[config.mk]
export PLATFORM = sky130hd
export DESIGN_NAME = mfgp_ctrl
export DESIGN_NICKNAME = d
export VERILOG_FILES = /design/src/mfgp_pkg.sv /design/src/mfgp_ctrl.sv
export SDC_FILE = /design/constraint.sdc
export NUM_CORES = 1
export LEC_CHECK = 0
export ABC_CLOCK_PERIOD_IN_PS = 3400
export BUFFER_PORTS_ARGS = -buffer_cell sky130_fd_sc_hd__buf_2
export CAP_MARGIN = 0
export CORE_AREA = 2 2 39 41
export DETAILED_ROUTE_END_ITERATION = 12
export DIE_AREA = 0 0 41 43
export SYNTH_ARGS = -nofsm -noshare
export SYNTH_HDL_FRONTEND = slang
export SYNTH_SLANG_ARGS = --single-unit
[constraint.sdc]
create_clock -name i_clk -period 3.4 [get_ports i_clk]
set_clock_uncertainty 0.1 [all_clocks]
set_input_delay 0.17 -clock i_clk [delete_from_list [all_inputs] [get_ports i_clk]]
set_output_delay 0.17 -clock i_clk [all_outputs]
set_load 0.02 [all_outputs]
[src/mfgp_pkg.sv]
// Shared types, constants and font table for the glyph plotter.
// No dependencies.
package mfgp_pkg;

    localparam int DISPLAY_WIDTH  = 128;
    localparam int DISPLAY_HEIGHT = 64;
    localparam int PAGE_COUNT     = (DISPLAY_HEIGHT + 7) / 8;
    localparam int STORE_BYTES    = DISPLAY_WIDTH * PAGE_COUNT;
    localparam int ADDR_W         = $clog2(STORE_BYTES);
    localparam int FIRST_CODE     = 32;
    localparam int LAST_CODE      = 126;
    localparam int GLYPH_COLS     = 5;

    typedef enum logic [1:0] {
        OP_CLEAR = 2'd0,
        OP_PLOT  = 2'd1,
        OP_GLYPH = 2'd2,
        OP_READ  = 2'd3
    } t_op;

    typedef struct packed {
        logic load;
        logic clr_wr;
        logic rmw_rd;
        logic rmw_wr;
        logic host_rd;
        logic out_load;
    } t_cmd;

    typedef struct packed {
        t_op  op;
        logic clr_last;
        logic step_last;
        logic draw_ok;
        logic out_full;
    } t_stat;

    // one entry per code, column 0 in the top byte
    localparam logic [39:0] GLYPH_ROM [0:94] = '{
        40'h0000000000, 40'h00005F0000, 40'h0007000700, 40'h147F147F14,
        40'h242A7F2A12, 40'h2313086462, 40'h3649552250, 40'h0005030000,
        40'h001C224100, 40'h0041221C00, 40'h14083E0814, 40'h08083E0808,
        40'h0050300000, 40'h0808080808, 40'h0060600000, 40'h2010080402,
        40'h3E5149453E, 40'h00427F4000, 40'h7249494946, 40'h2141494D33,
        40'h1814127F10, 40'h2745454539, 40'h3C4A494931, 40'h4121110907,
        40'h3649494936, 40'h464949291E, 40'h0036360000, 40'h0056360000,
        40'h0814224100, 40'h1414141414, 40'h0041221408, 40'h0201590906,
        40'h3E415D594E, 40'h7C1211127C, 40'h7F49494936, 40'h3E41414122,
        40'h7F4141221C, 40'h7F49494941, 40'h7F09090901, 40'h3E4149497A,
        40'h7F0808087F, 40'h00417F4100, 40'h2040413F01, 40'h7F08142241,
        40'h7F40404040, 40'h7F020C027F, 40'h7F0408107F, 40'h3E4141413E,
        40'h7F09090906, 40'h3E4151215E, 40'h7F09192946, 40'h4649494931,
        40'h01017F0101, 40'h3F4040403F, 40'h1F2040201F, 40'h3F4038403F,
        40'h6314081463, 40'h0708700807, 40'h6151494543, 40'h007F414100,
        40'h0204081020, 40'h0041417F00, 40'h0402010204, 40'h4040404040,
        40'h0001020400, 40'h2054545478, 40'h7F48444438, 40'h3844444420,
        40'h384444487F, 40'h3854545418, 40'h087E090102, 40'h0C5252523E,
        40'h7F08040478, 40'h00447D4000, 40'h2040443D00, 40'h7F10284400,
        40'h00417F4000, 40'h7C04180478, 40'h7C08040478, 40'h3844444438,
        40'h7C14141408, 40'h081414187C, 40'h7C08040408, 40'h4854545420,
        40'h043F444020, 40'h3C4040207C, 40'h1C2040201C, 40'h3C4030403C,
        40'h4428102844, 40'h0C5050503C, 40'h4464544C44, 40'h0008364100,
        40'h00007F0000, 40'h0041360800, 40'h08082A1C08
    };

    // rows of a page that fall inside the display height
    function automatic logic [7:0] row_mask(input logic [5:0] page);
        logic [7:0] m;
        for (int k = 0; k < 8; k++) begin
            m[k] = (int'(page) * 8 + k) < DISPLAY_HEIGHT;
        end
        return m;
    endfunction

endpackage

[src/mfgp_ctrl.sv]
// Sequencer for the glyph plotter: clear sweep, read-modify-write steps, reads.
// Depends on mfgp_pkg.
module mfgp_ctrl import mfgp_pkg::*; (
    input  logic  i_clk,
    input  logic  i_rst_n,
    input  logic  i_valid,
    input  t_stat i_stat,
    output logic  o_ready,
    output t_cmd  o_cmd
);

    typedef enum logic [2:0] {
        S_CLEAR,
        S_IDLE,
        S_RD,
        S_WR,
        S_HOST,
        S_PUSH
    } t_state;

    t_state r_state, n_state;

    assign o_ready = (r_state == S_IDLE);

    always_comb begin
        n_state = r_state;
        o_cmd   = '0;
        case (r_state)
            S_CLEAR: begin
                o_cmd.clr_wr = 1'b1;
                if (i_stat.clr_last) n_state = S_IDLE;
            end
            S_IDLE: begin
                if (i_valid) begin
                    o_cmd.load = 1'b1;
                    n_state    = S_RD;
                end
            end
            S_RD: begin
                case (i_stat.op)
                    OP_CLEAR: n_state = S_CLEAR;
                    OP_READ: begin
                        o_cmd.host_rd = 1'b1;
                        n_state       = S_PUSH;
                    end
                    default: begin
                        if (i_stat.op == OP_PLOT || i_stat.draw_ok) begin
                            o_cmd.rmw_rd = 1'b1;
                            n_state      = S_WR;
                        end else begin
                            n_state = S_IDLE;
                        end
                    end
                endcase
            end
            S_WR: begin
                o_cmd.rmw_wr = 1'b1;
                n_state      = i_stat.step_last ? S_IDLE : S_RD;
            end
            S_HOST: n_state = S_PUSH;
            S_PUSH: begin
                if (!i_stat.out_full) begin
                    o_cmd.out_load = 1'b1;
                    n_state        = S_IDLE;
                end
            end
            default: n_state = S_IDLE;
        endcase
    end

    always_ff @(posedge i_clk) begin
        if (!i_rst_n) begin
            r_state <= S_CLEAR;
        end else begin
            r_state <= n_state;
        end
    end

endmodule

==> results.md <==
- Die Wd: 41 um
- Clk sink count: 3
- Final Cycle Share: 0.516
- Final Core Density: 0.283
- P&R area growth vs syn: 31.5%
- Cell Count Post-Placement: 64
- Total Power: 0.130 mW
- Post-synth EDFFs: 0
- Main synth FF type: dfxtp_1
- Net Count, Synth: 48
- Slew headroom: 0.760
- Top reg by flops: r_state
- First-pass GRT wire length: 1.01 mm
- Hold path start: i_stat[3]
- Die Ht: 43 um
- Drt first-iter violations: 2
- MaxCap Viol Count: 0
- Final WL: 646 um
- DR pass1 iterations: 4
- Via count: 304
- Largest register FFs: 3
- VDD IR max: 0.103 mV
- Largest net degree at the start of global routing: 14
- Root Buffer: clkbuf_4
- Final Hold Viols: 0
- Setup violators final: 0
- Core region area: 1380 um2
- Post-synth ARST share: 0
- Slowest CP cell: dfxtp_1
- Final ANT Viol Nets: 0
- WL met1: 307 um
- Worst-Skew Late Latency: 0.23 ns
- Vias in the first global route: 266
- Worst-Margin Slew: 0.359 ns
- Hold path depth: 3
- Sum Neg Setup Slack: 0 ns
- Final worst setup slack: 1.64 ns
- Hold Buf Count CTS: 0
- Crit path buf inv count: 1
- Post-synthesis cell count: 36
- Final Max Tran Viols: 0
- Leakage dissipation: 0.195 nW
- Setup slack, reg-to-reg: 1.93 ns
- # IOs: 16
- Std cell rows: 14
- Post-CTS resize count: 0
- Register bit total from synthesis: 3
- Met3 wire len: 33 um
- CTS tree: built
- Critical path's top delay family: simple AND/OR/NAND/NOR gates
- Origin of the critical flop-to-flop path: r_state[1]
- Status: finished, final reports clean
- CP endpoint kind: primary output
- Clock period minus final worst setup slack: 1.76 ns
- Non-Filler Instances: 68
- Crit path cell chain: or3b_4, nor2_2, buf_2
- GRT Overall Usage: 0.0863
- Worst R2R End: r_state[1]
- Yosys cell types: 23
- RSZ-0062 raised after global routing: false
- Number of vias per cell: 4.47
- DIE AREA: 1760 um2
- Uppermost layer routed: met3
- Slowest stage delay, CP: 0.52 ns
- CTS Buffer Depth: 2
- Initial antenna violation count: 0
- Routed length per instance: 9.50 um
- Crit-path max FO: 13
- H-Tree Depth: 1
- Total grt overflow: 0
- Placer Congestion: 0.684
- Final #Nets: 65
- # diodes: 0
- Pre-CTS setup slack: 1.89 ns
- Initial Util: 0.215
- Layout cells sized above 1: 0.404
- Seq/Total Area, Yosys: 0.202
- Syn. warnings: 0
- Post-synthesis area per instance: 8.27 um2
- Critical Path AT: 1.49 ns
- Biggest regs: r_state: 3 flops
- Crit path kind: flop to primary output
- Post-CTS Setup Inserts: 0
- Hold endpoint: r_state[0]
- Drt drc: 0
- Stages on worst setup path: 3
- Pwr per Cell Area: 332 nW/um2
- Buffers added on ports: 15
- Fmax: 570 MHz
- Hold crit path type: input pin to flop
- Clock transition at the registers of the reported paths: 0.04 ns
- Cell area after synthesis: 298 um2
- Met2 wire length: 305 um
- Worst R2R Path Depth: 3
- Req. time, crit path: 3.13 ns
- CP startpoint kind: flop
- Cts bufs inserted: 3
routing by layer:
| layer | global-route usage | vias to the layer above |
|---|---|---|
| li1 | - | 161 |
| met1 | 0.0962 | 134 |
| met2 | 0.128 | 9 |
| met3 | 0.0314 | 0 |
| met4 | 0.0600 | 0 |
| met5 | 0 | - |
placed cells by master, fill, tap and decap left out:
cell / count
a211oi_1: 1
a21oi_1: 1
a2bb2oi_1: 1
a311oi_1: 1
and2_1: 1
and3b_1: 2
buf_2: 15
clkbuf_1: 1
clkbuf_4: 3
dfxtp_1: 3
ha_1: 3
inv_1: 3
nand2_1: 2
nand2b_1: 2
nor2_1: 2
nor2_2: 1
nor2b_1: 1
nor3_1: 1
nor3_2: 1
nor3b_1: 2
o21a_1: 1
o21ai_0: 2
o41ai_1: 1
or3b_4: 1
stage by stage:
step / area, um2 / hold slack (ns)
finish: 392 / 0.0712
global route: 392 / 0.0699
CTS: 392 / 0.0566
detailed placement: 365 / 0.306
global placement: 365 / 0.311
floorplan: 298 / 0.188
power breakdown:
group | internal [mW] | switching (mW) | total (mW) | leakage, nW
clock network | 0.0440 | 0.0183 | 0.0622 | 0.0150
logic | 0.0127 | 0.0143 | 0.0270 | 0.156
registers | 0.0369 | 0.00386 | 0.0407 | 0.0245
total | 0.0935 | 0.0364 | 0.130 | 0.195
kinds of logic (layout without fill, tap and decap cells):
| logic type | count (synthesis) | in the layout | synth area share |
|---|---|---|---|
| buffers and inverters | 6 | 22 | 0.130 |
| AND/OR/NAND/NOR | 16 | 16 | 0.353 |
| adder cells (fa/ha/maj) | 3 | 3 | 0.126 |
| AO/OA/AOI/OAI | 8 | 8 | 0.189 |
| flip-flops | 3 | 3 | 0.202 |
how the worst max path moves through the flow:
stage	endpoint	startpoint	slack, ns
finish	o_cmd[1]	r_state[1]	1.64
global placement	o_cmd[1]	r_state[1]	1.90
detailed placement	o_cmd[1]	r_state[1]	1.89
global route	o_cmd[1]	r_state[1]	1.56
CTS	o_cmd[1]	r_state[1]	1.62
floorplan	o_cmd[5]	r_state[1]	1.78
cell usage after synthesis (all sizes together) (2+ instances only):
cell type | n | area share
and3b | 2 | 0.059
buf | 3 | 0.092
dfxtp | 3 | 0.20
ha | 3 | 0.13
inv | 3 | 0.038
nand2 | 2 | 0.025
nand2b | 2 | 0.042
nor2 | 3 | 0.046
nor3 | 2 | 0.050
nor3b | 2 | 0.050
o21ai | 2 | 0.034
area by class of cell:
cell class	instances	area [um2]
multi-input combinational	27	199
tap	16	20.0
inverter	3	11.3
clock buffer	4	26.3
fill	158	992
sequential	3	60.1
timing repair buffer	15	75.1
worst reg2reg max path: stages, from the launching register on:
cell and delay [ns]:
dfxtp_1 0.52, or3b_4 0.44, a2bb2oi_1 0.16, nor3_2 0.17
(Power assumes the default switching activity.)
